<file path="src/hdl/bpa_ram.sv">
// ----------------------------------------------------------------------------
// bpa_ram: generic single-port RAM
// One write or one read per cycle, read data registered.
// ----------------------------------------------------------------------------
module bpa_ram #(
  parameter int WIDTH = 8,
  parameter int DEPTH = 16
) (
  input  logic                     clk,
  input  logic                     we,
  input  logic [$clog2(DEPTH)-1:0] addr,
  input  logic [WIDTH-1:0]         wdata,
  output logic [WIDTH-1:0]         rdata
);

  logic [WIDTH-1:0] mem [DEPTH];

  // write port and registered read
  always_ff @(posedge clk) begin
    if (we) begin
      mem[addr] <= wdata;
    end
    rdata <= mem[addr];
  end

endmodule

</file>
<file path="config.mk">
export PLATFORM = sky130hd
export DESIGN_NAME = bpa_ram
export DESIGN_NICKNAME = d
export VERILOG_FILES = /design/src/hdl/bpa_ram.sv
export SDC_FILE = /design/constraint.sdc
export NUM_CORES = 1
export LEC_CHECK = 0
export BUFFER_PORTS_ARGS = -buffer_cell sky130_fd_sc_hd__buf_2
export CORE_UTILIZATION = 36
export DETAILED_ROUTE_END_ITERATION = 8
export GPL_ROUTABILITY_DRIVEN = 0
export PLACE_DENSITY = 0.57
export SLEW_MARGIN = 30
export SYNTH_ARGS = -nofsm -noshare
export SYNTH_HDL_FRONTEND = slang
export SYNTH_SLANG_ARGS = --single-unit
</file>
<file path="constraint.sdc">
create_clock -name clk -period 1.5 [get_ports clk]
set_clock_uncertainty 0.15 [all_clocks]
set_input_delay 0 -clock clk [delete_from_list [all_inputs] [get_ports clk]]
set_output_delay 0 -clock clk [all_outputs]
set_load 0.05 [all_outputs]
</file>
* Word-level counts from Yosys, hierarchy flattened
Memory sizes are Yosys's and may differ from the RTL's. A register that Yosys moved wholly into a read port is not among the register bits.
Index checks and enable logic that the tools add are counted.
** Cells by class
- Multiplexer cells :: 2
** Operators with widths (number)
- two-way mux 1 bit :: 2
** Word-level totals
- Input bits :: 14
- Memory bits (writable) :: 128
- Memories :: 1
- Word-level logic and storage cells :: 3
- Output and inout port bits :: 8
- Flip-flop bits (word level) :: 0
** Memory list
- mem :: depth 16, width 8, rd ports 1, clocked after memory_dff 1, wr ports 1, line 16 : logic [WIDTH-1:0] mem [DEPTH];

* Longest topological paths before layout
Gate-level depths: netlist of run 1.
- Depth in word-level cells :: 2
- Gate-level depth with buffers :: 5
- Gate-level depth less buffers :: 3

* Worst setup path after synthesis of run 1
OpenSTA, ideal clock, no wires.
- Path kind :: in2reg
- From :: in addr[2]
- To :: mem mem[0][0] (enable)
- Library setup time :: 0.383 ns
- Cell stages on the path :: 2
- Slack :: -0.143 ns
- Data required time :: 0.967 ns
- Arrival :: 1.110 ns
- Buffers on the path :: 0
- Cell sequence :: or3b_2 -> nor3_1
** RTL lines
- start, declared :: line 11 : input logic [$clog2(DEPTH)-1:0] addr,
- end, declared :: line 16
No word-level cell before the write port.

==> results_dict.tcl, run 1 <==
set metrics [dict create \
    rsz0062_at_grt "no" \
    first_pass_iters 4 \
    rr_startpoint "mem[11][6]" \
    h-tree-depth 4 \
    route.detailed.drc 0 \
    cp_slowest_stage_delay_ns 0.48 \
    worst_slew_pin_slew_ns 0.916 \
    syn_nets 244 \
    antenna_found_initial 0 \
    rrSetupSlack_ns 0.05 \
    synth.avg_cell_area_um2 22.0 \
    yosys_register_bits 136 \
    leakage_nw 2.18 \
    slew_viol_final 0 \
    synthCells 230 \
    arrival_ns 1.59 \
    syn_area_um2 5070 \
    holdWs_ns 0.0884 \
    post-dp-hpwl_um 6580 \
    cts_sinks 136 \
    ant_nets 0 \
    fin_nets 316 \
    antenna_cells 0 \
    cts_tree "built" \
    critPathMaxFanout 1 \
    vias_per_cell 4.98 \
    fin_area_um2 6440 \
    hold_viol 0 \
    cp_cell_sequence "mux4_2 > a22oi_1 > nand2_1" \
    clock_latency_ns 0.41 \
    totalPowerFinal_mw 9.45 \
    worstHoldStart "addr[1]" \
    clockBufferDepth 2 \
    period_needed_ns 1.45 \
    dieWidth_um 121 \
    worstSetupEndpointType "flip-flop" \
    relSlewSlack 0.388 \
    hold_path.class "in2reg" \
    grt_first_pass_wirelength_um 15200 \
    drive_gt1_frac 0.413 \
    initial_utilization 0.375 \
    grt.overflow.total 0 \
    fmax_ghz 0.691 \
    finalCritPeriodShare 0.964 \
    fp.coreArea_um2 13500 \
    wirelength_um 10000 \
    ys_seq_area_frac 0.790 \
    r2r_cells 3 \
    required_ns 1.65 \
    r2r-end "rdata[6]" \
    grtUsageTotal 0.152 \
    area_growth_pct 27.1 \
    synthDistinctLibCells 18 \
    die_y_um 121 \
    cts_root_buffer "clkbuf_16" \
    grt_start_max_net_pins 21 \
    maxCapViolCount 0 \
    setup_viol 0 \
    clk_pin_slew_ns 0.06 \
    powerDensity_nw_per_um2 1470 \
    pin_count 22 \
    dp_cells 451 \
    routedWlPerCell_um 20.4 \
    ys_warn_count 0 \
    drtIter0Drc 197 \
    num_rows 42 \
    final_cell_count_no_fill 491 \
    cts-buffers-inserted 17 \
    critPathSlowestCell "mux4_2" \
    portBuffers 21 \
    hold_path_depth 5 \
    final_util 0.477 \
    status "finished clean" \
    start_kind "flip-flop" \
    ir_drop_mv 0.899 \
    grt_pass1_vias 2559 \
    dpl_cell_area_um2 5660 \
    fp.dieArea_um2 14600 \
    num_vias 2445 \
    path_class "reg2reg" \
    cts_setup_buffers 0 \
    holdPathEnd "rdata[6]" \
]
## logic make-up (layout without fill, tap and decap cells)
family,Yosys count,count (layout),synth area share
flip-flops,136,136,0.790
AND/OR/NAND/NOR,35,35,0.0321
AO/OA/AOI/OAI,16,16,0.0237
buffers and inverters,11,96,0.0119
multiplexers,32,32,0.142
## flip-flops by register name, indices dropped and copies added (netlist names)
name	count
mem	128
rdata	8
## routing by layer
| layer | up-vias | share of wire | GRT usage |
|---|---|---|---|
| li1 | 1107 | - | - |
| met1 | 1260 | 0.41 | 0.192 |
| met2 | 71 | 0.51 | 0.249 |
| met3 | 7 | 0.070 | 0.0453 |
| met4 | 0 | 0.0083 | 0.0556 |
| met5 | - | 0 | 0 |
## worst max-delay path, delay by kind of cell, from the launching register on
| kind | cells | cell delay [ns] |
|---|---|---|
| muxes | 1 | 0.48 |
| AOI/OAI and AO/OA | 1 | 0.27 |
| and+or+nand+nor | 1 | 0.07 |
| DFF | 1 | 0.36 |
## synth_stat cells
cell      instances  area [um2]
a22oi_1          16         120
and2_1            1        6.26
buf_1             4        15.0
buf_2             2        10.0
buf_6             2        22.5
clkbuf_1          2        7.51
clkbuf_2          1        5.00
dfxtp_1           8         160
edfxtp_1        128        3840
mux4_2           32         721
nand2_1           9        33.8
nand2b_1          2        12.5
nand3_1           1        5.00
nand3b_1          2        15.0
nor2_1           13        48.8
nor2b_1           2        12.5
nor3_1            4        20.0
or3b_2            1        8.76
## cells in the final DEF, fill, tap and decap left out, drive strengths merged
| cell type | count |
|---|---|
| nor3 | 4 |
| clkinv | 4 |
| clkinvlp | 2 |
| and2 | 1 |
| nor2b | 2 |
| dfxtp | 8 |
| edfxtp | 128 |
| buf | 56 |
| clkbuf | 21 |
| nand2b | 2 |
| dlygate4sd3 | 8 |
| a22oi | 16 |
| bufinv | 5 |
| mux4 | 32 |
| nor2 | 13 |
| nand2 | 9 |
| nand3 | 1 |
| nand3b | 2 |
| or3b | 1 |
## what timing repair did
action,in CTS,in global routing
hold buffers,8,0
hold endpoints to repair,128,0
resized for setup,0,6
setup endpoints to repair,0,5
## where the power goes
part / internal, mW / switching (mW)
clock: 3.13 / 1.51
sequential: 4.25 / 0.0276
combinational: 0.213 / 0.322
## through the flow
| step | TNS, ns | setup WS (ns) |
|---|---|---|
| 3_3_place_gp | -0.809 | -0.173 |
| 2_1_floorplan | -7.03 | -0.0881 |
| 5_1_grt | 0 | 0.0115 |
| 3_5_place_dp | -0.613 | -0.150 |
| 6_report | 0 | 0.0539 |
| 4_1_cts | 0 | 0.00478 |
## worst max-delay path by stage
stage                     startpoint    endpoint  slack [ns]  cells past startpoint
after floorplan              addr[1]  mem[12][0]       -0.09                      3
after detailed placement     addr[0]    rdata[2]       -0.15                      5
final                     mem[11][6]    rdata[6]        0.05                      3
after global routing      mem[11][6]    rdata[6]        0.01                      3
after global placement       addr[0]    rdata[2]       -0.17                      5
after CTS                 mem[11][2]    rdata[2]       0.005                      3
## area by class of cell
class,count,area [um2]
sequential,136,4000
timing repair buffer,64,498
tap,176,220
clock buffer,21,480
multi-input combinational,83,1040
clock inverter,11,193
fill,1106,7070
Power figures use the tool's default switching activity.
==> inputs of run 2 (changes only) <==
--- a/config.mk
+++ b/config.mk
@@ -9,6 +9,7 @@
 export CORE_UTILIZATION = 36
 export DETAILED_ROUTE_END_ITERATION = 8
 export GPL_ROUTABILITY_DRIVEN = 0
+export HOLD_SLACK_MARGIN = 0.12
 export PLACE_DENSITY = 0.57
 export SLEW_MARGIN = 30
 export SYNTH_ARGS = -nofsm -noshare
==> run 2 against run 1 <==
Net effect:
- wire length up 1.6%
- via count up 2.0%
- fmax down 0.15%
- critical path depth unchanged
- clock-buffer cell count unchanged
- setup slack worse by 0.0022 ns
- critical endpoint unchanged
- highest routed layer unchanged
==> results_dict.tcl, run 2 (synthesis gave the netlist of run 1 again) <==
set metrics [dict create \
    routedWlPerCell_um 20.6 \
    grtUsageTotal 0.154 \
    cts-buffers-inserted 17 \
    rrSetupSlack_ns 0.05 \
    finalCritPeriodShare 0.966 \
    hold_viol 0 \
    route.detailed.drc 0 \
    worst_slew_pin_slew_ns 0.923 \
    grt_first_pass_wirelength_um 15400 \
    fp.dieArea_um2 14600 \
    final_common_cell "edfxtp_1" \
    dieWidth_um 121 \
    period_needed_ns 1.45 \
    num_vias 2494 \
    postCtsHoldBufs 12 \
    antenna_cells 0 \
    leakage_nw 2.21 \
    use_met3 0.0453 \
    largest_reg_flops 128 \
    layout_common_cells "edfxtp_1, mux4_2, buf_4" \
    start_kind "flip-flop" \
    busiest_layer "met2" \
    first_pass_iters 4 \
    worstSetupEndpointType "flip-flop" \
    nFillCells 1106 \
    holdWs_ns 0.0835 \
    use_met2 0.252 \
    grt_use_met1 0.194 \
    reg_top3 "mem: 128 flops, rdata: 8 flops" \
    num_rows 42 \
    die_y_um 121 \
    clockBufferDepth 2 \
    critPathMaxFanout 1 \
    area_growth_pct 27.9 \
    pin_count 22 \
    path_class "reg2reg" \
    clock_latency_ns 0.41 \
    rsz0062_at_grt "no" \
    fin_nets 320 \
    wirelength_um 10200 \
    vias_per_cell 5.04 \
    arrival_ns 1.60 \
    maxCapViolCount 0 \
    status "finished clean" \
    post-dp-hpwl_um 6580 \
    required_ns 1.65 \
    grt_start_max_net_pins 21 \
    cts_sinks 136 \
    setup_viol 0 \
    powerDensity_nw_per_um2 1460 \
    antenna_found_initial 0 \
    cts_root_buffer "clkbuf_16" \
    drtIter0Drc 213 \
    h-tree-depth 4 \
    slew_viol_final 0 \
    grt.overflow.total 0 \
    ir_drop_mv 0.898 \
    grt_pass1_vias 2565 \
    ant_nets 0 \
    cts_tree "built" \
    tns_ns 0 \
    clk_pin_slew_ns 0.06 \
    drive_gt1_frac 0.408 \
    fmax_ghz 0.690 \
    initial_utilization 0.375 \
    fp.coreArea_um2 13500 \
    portBuffers 21 \
    regMostFlops "mem" \
    hold_path.class "in2reg" \
    relSlewSlack 0.383 \
]
[run 2: path summary, 6_finish.rpt]
| path | start | end | depth (start not counted) |
|---|---|---|---|
| setup reg to reg | mem[11][6] | rdata[6] | 3 |
| hold / removal | addr[3] | mem[2][2] | 4 |
| setup / recovery | mem[11][6] | rdata[6] | 3 |
| hold reg to reg | mem[4][6] | rdata[6] | 3 |
[run 2: what timing repair did]
| item | CTS | global route |
|---|---|---|
| endpoints found under the setup margin | 0 | 6 |
| endpoints found under the hold margin | 172 | 7 |
| setup buffers | 0 | 0 |
| resized for setup | 0 | 7 |
[run 2: final cells by class]
| cell class | count | area (um2) | area share |
|---|---|---|---|
| Sequential cell | 136 | 4000 | 0.618 |
| Timing Repair Buffer | 68 | 541 | 0.0834 |
| Clock inverter | 11 | 193 | 0.0297 |
| Multi-Input combinational cell | 83 | 1040 | 0.161 |
| Tap cell | 176 | 220 | 0.0340 |
| Clock buffer | 21 | 480 | 0.0741 |
[run 2: power breakdown]
group          internal [mW]  switching (mW)  total, mW
Combinational          0.221           0.326      0.546
Clock                   3.13            1.51       4.63
Sequential              4.25          0.0276       4.28
[run 2: per-layer routing]
metal,vias to the layer above,part of all wire,wire [um]
met5,-,0,0
met4,0,0.010,105
met3,9,0.048,493
met2,56,0.52,5320
met1,1314,0.42,4270
li1,1115,-,-
[run 2: per-stage QoR]
stage | cell area, um2 | utilization | total power, mW | instances | worst slack [ns]
6_report | 6480 | 0.480 | 9.46 | 495 | 0.0516
4_1_cts | 6450 | 0.477 | 9.53 | 495 | 0.00478
5_1_grt | 6480 | 0.480 | 9.71 | 495 | 0.0115
3_3_place_gp | 5660 | 0.419 | 4.87 | 451 | -0.173
2_1_floorplan | 5080 | - | 4.66 | 230 | -0.0881
3_5_place_dp | 5660 | 0.419 | 4.88 | 451 | -0.150
[run 2: worst max-delay path: stages, from the launching register on]
cell and delay [ns]:
edfxtp_1 0.36, mux4_2 0.48, a22oi_1 0.27, nand2_1 0.07
==> inputs of run 3 (changes only) <==
--- a/config.mk
+++ b/config.mk
@@ -10,7 +10,7 @@
 export DETAILED_ROUTE_END_ITERATION = 8
 export GPL_ROUTABILITY_DRIVEN = 0
 export HOLD_SLACK_MARGIN = 0.12
-export PLACE_DENSITY = 0.57
+export PLACE_DENSITY_LB_ADDON = 0.3
 export SLEW_MARGIN = 30
 export SYNTH_ARGS = -nofsm -noshare
 export SYNTH_HDL_FRONTEND = slang
==> run 3 against run 2 <==
Net effect:
- cell area fell by 1.1%
- largest power group unchanged
- sequential cell count did not move
- combinational power barely moved
- critical path type unchanged
- wire length fell by 5.5%
- non-clock buffer count fell by 8
- fmax fell by 0.57%
==> results_dict.tcl, run 3 (synthesis gave the netlist of run 1 again) <==
set metrics [dict create \
    status "finished clean" \
    hold_viol 0 \
    fp.coreArea_um2 13500 \
    finalCritPeriodShare 0.971 \
    route.detailed.drc 0 \
    holdPathEnd "mem[1][2]" \
    antenna_cells 0 \
    num_rows 42 \
    final_util 0.475 \
    cts_tree "built" \
    drive_gt1_frac 0.399 \
    clockBufferDepth 2 \
    r2r_cells 3 \
    initial_utilization 0.375 \
    grt_start_max_net_pins 28 \
    slew_viol_final 0 \
    fin_nets 312 \
    dpl_cell_area_um2 5620 \
    rsz0062_at_grt "no" \
    clock_latency_ns 0.41 \
    cts_sinks 136 \
    pin_count 22 \
    wirelength_um 9630 \
    fp.dieArea_um2 14600 \
    multi_input_area_um2 1050 \
    regMostFlops "mem" \
    cts_setup_buffers 0 \
    h-tree-depth 4 \
    layout_common_cells "edfxtp_1, mux4_2, buf_2" \
    fmax_ghz 0.686 \
    period_needed_ns 1.46 \
    hold_path.class "in2reg" \
    area_growth_pct 26.5 \
    seqCellArea_um2 4000 \
    grt.overflow.total 0 \
    grtUsageTotal 0.150 \
    reg_top3 "mem: 128 flops, rdata: 8 flops" \
    first_pass_iters 4 \
    hold_path_depth 4 \
    setup_viol 0 \
    nFillCells 1118 \
    worst_slew_pin_slew_ns 0.885 \
    required_ns 1.65 \
    ir_drop_mv 0.747 \
    leakage_nw 2.14 \
    maxCapViolCount 0 \
    final_common_cell "edfxtp_1" \
    routedWlPerCell_um 19.8 \
    cts-buffers-inserted 17 \
    worstSetupEndpointType "flip-flop" \
    r2r-end "rdata[2]" \
    postCtsHoldBufs 12 \
    largest_reg_flops 128 \
    dieWidth_um 121 \
    rrSetupSlack_ns 0.04 \
    rr_startpoint "mem[3][2]" \
    grt_pass1_vias 2672 \
    worstHoldStart "addr[2]" \
    post-dp-hpwl_um 6260 \
    die_y_um 121 \
    arrival_ns 1.60 \
    start_kind "flip-flop" \
    critPathMaxFanout 1 \
    drtIter0Drc 215 \
    fin_area_um2 6410 \
    num_vias 2445 \
    antenna_found_initial 0 \
    powerDensity_nw_per_um2 1420 \
    grt_first_pass_wirelength_um 15300 \
    totalPowerFinal_mw 9.13 \
    cts_root_buffer "clkbuf_16" \
    relSlewSlack 0.409 \
    ant_nets 0 \
    clk_pin_slew_ns 0.06 \
    portBuffers 21 \
    vias_per_cell 5.02 \
    path_class "reg2reg" \
]
## run 3: changes by cell type in the layout (fill, tap and decap cells not counted), sizes merged
cell,delta
dlymetal6s4s,-1
dlygate4sd3,+1
buf,-8
clkbuf,-3
clkinv,+4
clkinvlp,-1
inv,+1
bufinv,-1
## run 3: worst max path at each step
stage / from / end / slack, ns
final: mem[3][2] / rdata[2] / 0.04
after global routing: addr[1] / mem[14][5] / 0.004
after CTS: mem[4][2] / rdata[2] / 0.005
after detailed placement: addr[0] / rdata[6] / -0.11
after global placement: addr[0] / rdata[2] / -0.10
after floorplan: addr[1] / mem[12][0] / -0.09
## run 3: final cells by class
class	count	area share
Sequential cell	136	0.625
Multi-Input combinational cell	83	0.164
Timing Repair Buffer	60	0.0791
Clock buffer	18	0.0670
Tap cell	176	0.0344
Clock inverter	14	0.0310
## run 3: repair_timing
action                                  CTS  global route
gates resized for setup                   1             9
pin swaps                                 0             0
endpoints found under the hold margin   202            16
endpoints found under the setup margin    1            29
## run 3: worst max-delay path, cell delays in order (launching register included)
cell,delay (ns)
edfxtp_1,0.36
mux4_2,0.49
a22oi_2,0.27
nand2_1,0.08
## run 3: metal layers
metal	routed length (um)	track usage	up-vias
li1	-	-	1104
met1	4340	0.192	1284
met2	4840	0.242	41
met3	244	0.0358	16
met4	204	0.0694	0
met5	0	0	-
## run 3: through the flow
stage | hold WS [ns] | setup slack, ns | setup TNS [ns] | std cells
2_1_floorplan | -0.0511 | -0.0881 | -7.03 | 230
3_3_place_gp | 0.245 | -0.104 | -0.376 | 443
3_5_place_dp | 0.256 | -0.113 | -0.364 | 443
4_1_cts | 0.0679 | 0.00508 | 0 | 487
5_1_grt | 0.0819 | 0.00419 | 0 | 487
6_report | 0.0814 | 0.0433 | 0 | 487
## run 3: power breakdown
group | leakage [nW] | switching [mW] | internal, mW
combinational | 0.612 | 0.327 | 0.220
clock | 0.304 | 1.52 | 2.79
sequential | 1.22 | 0.0223 | 4.25
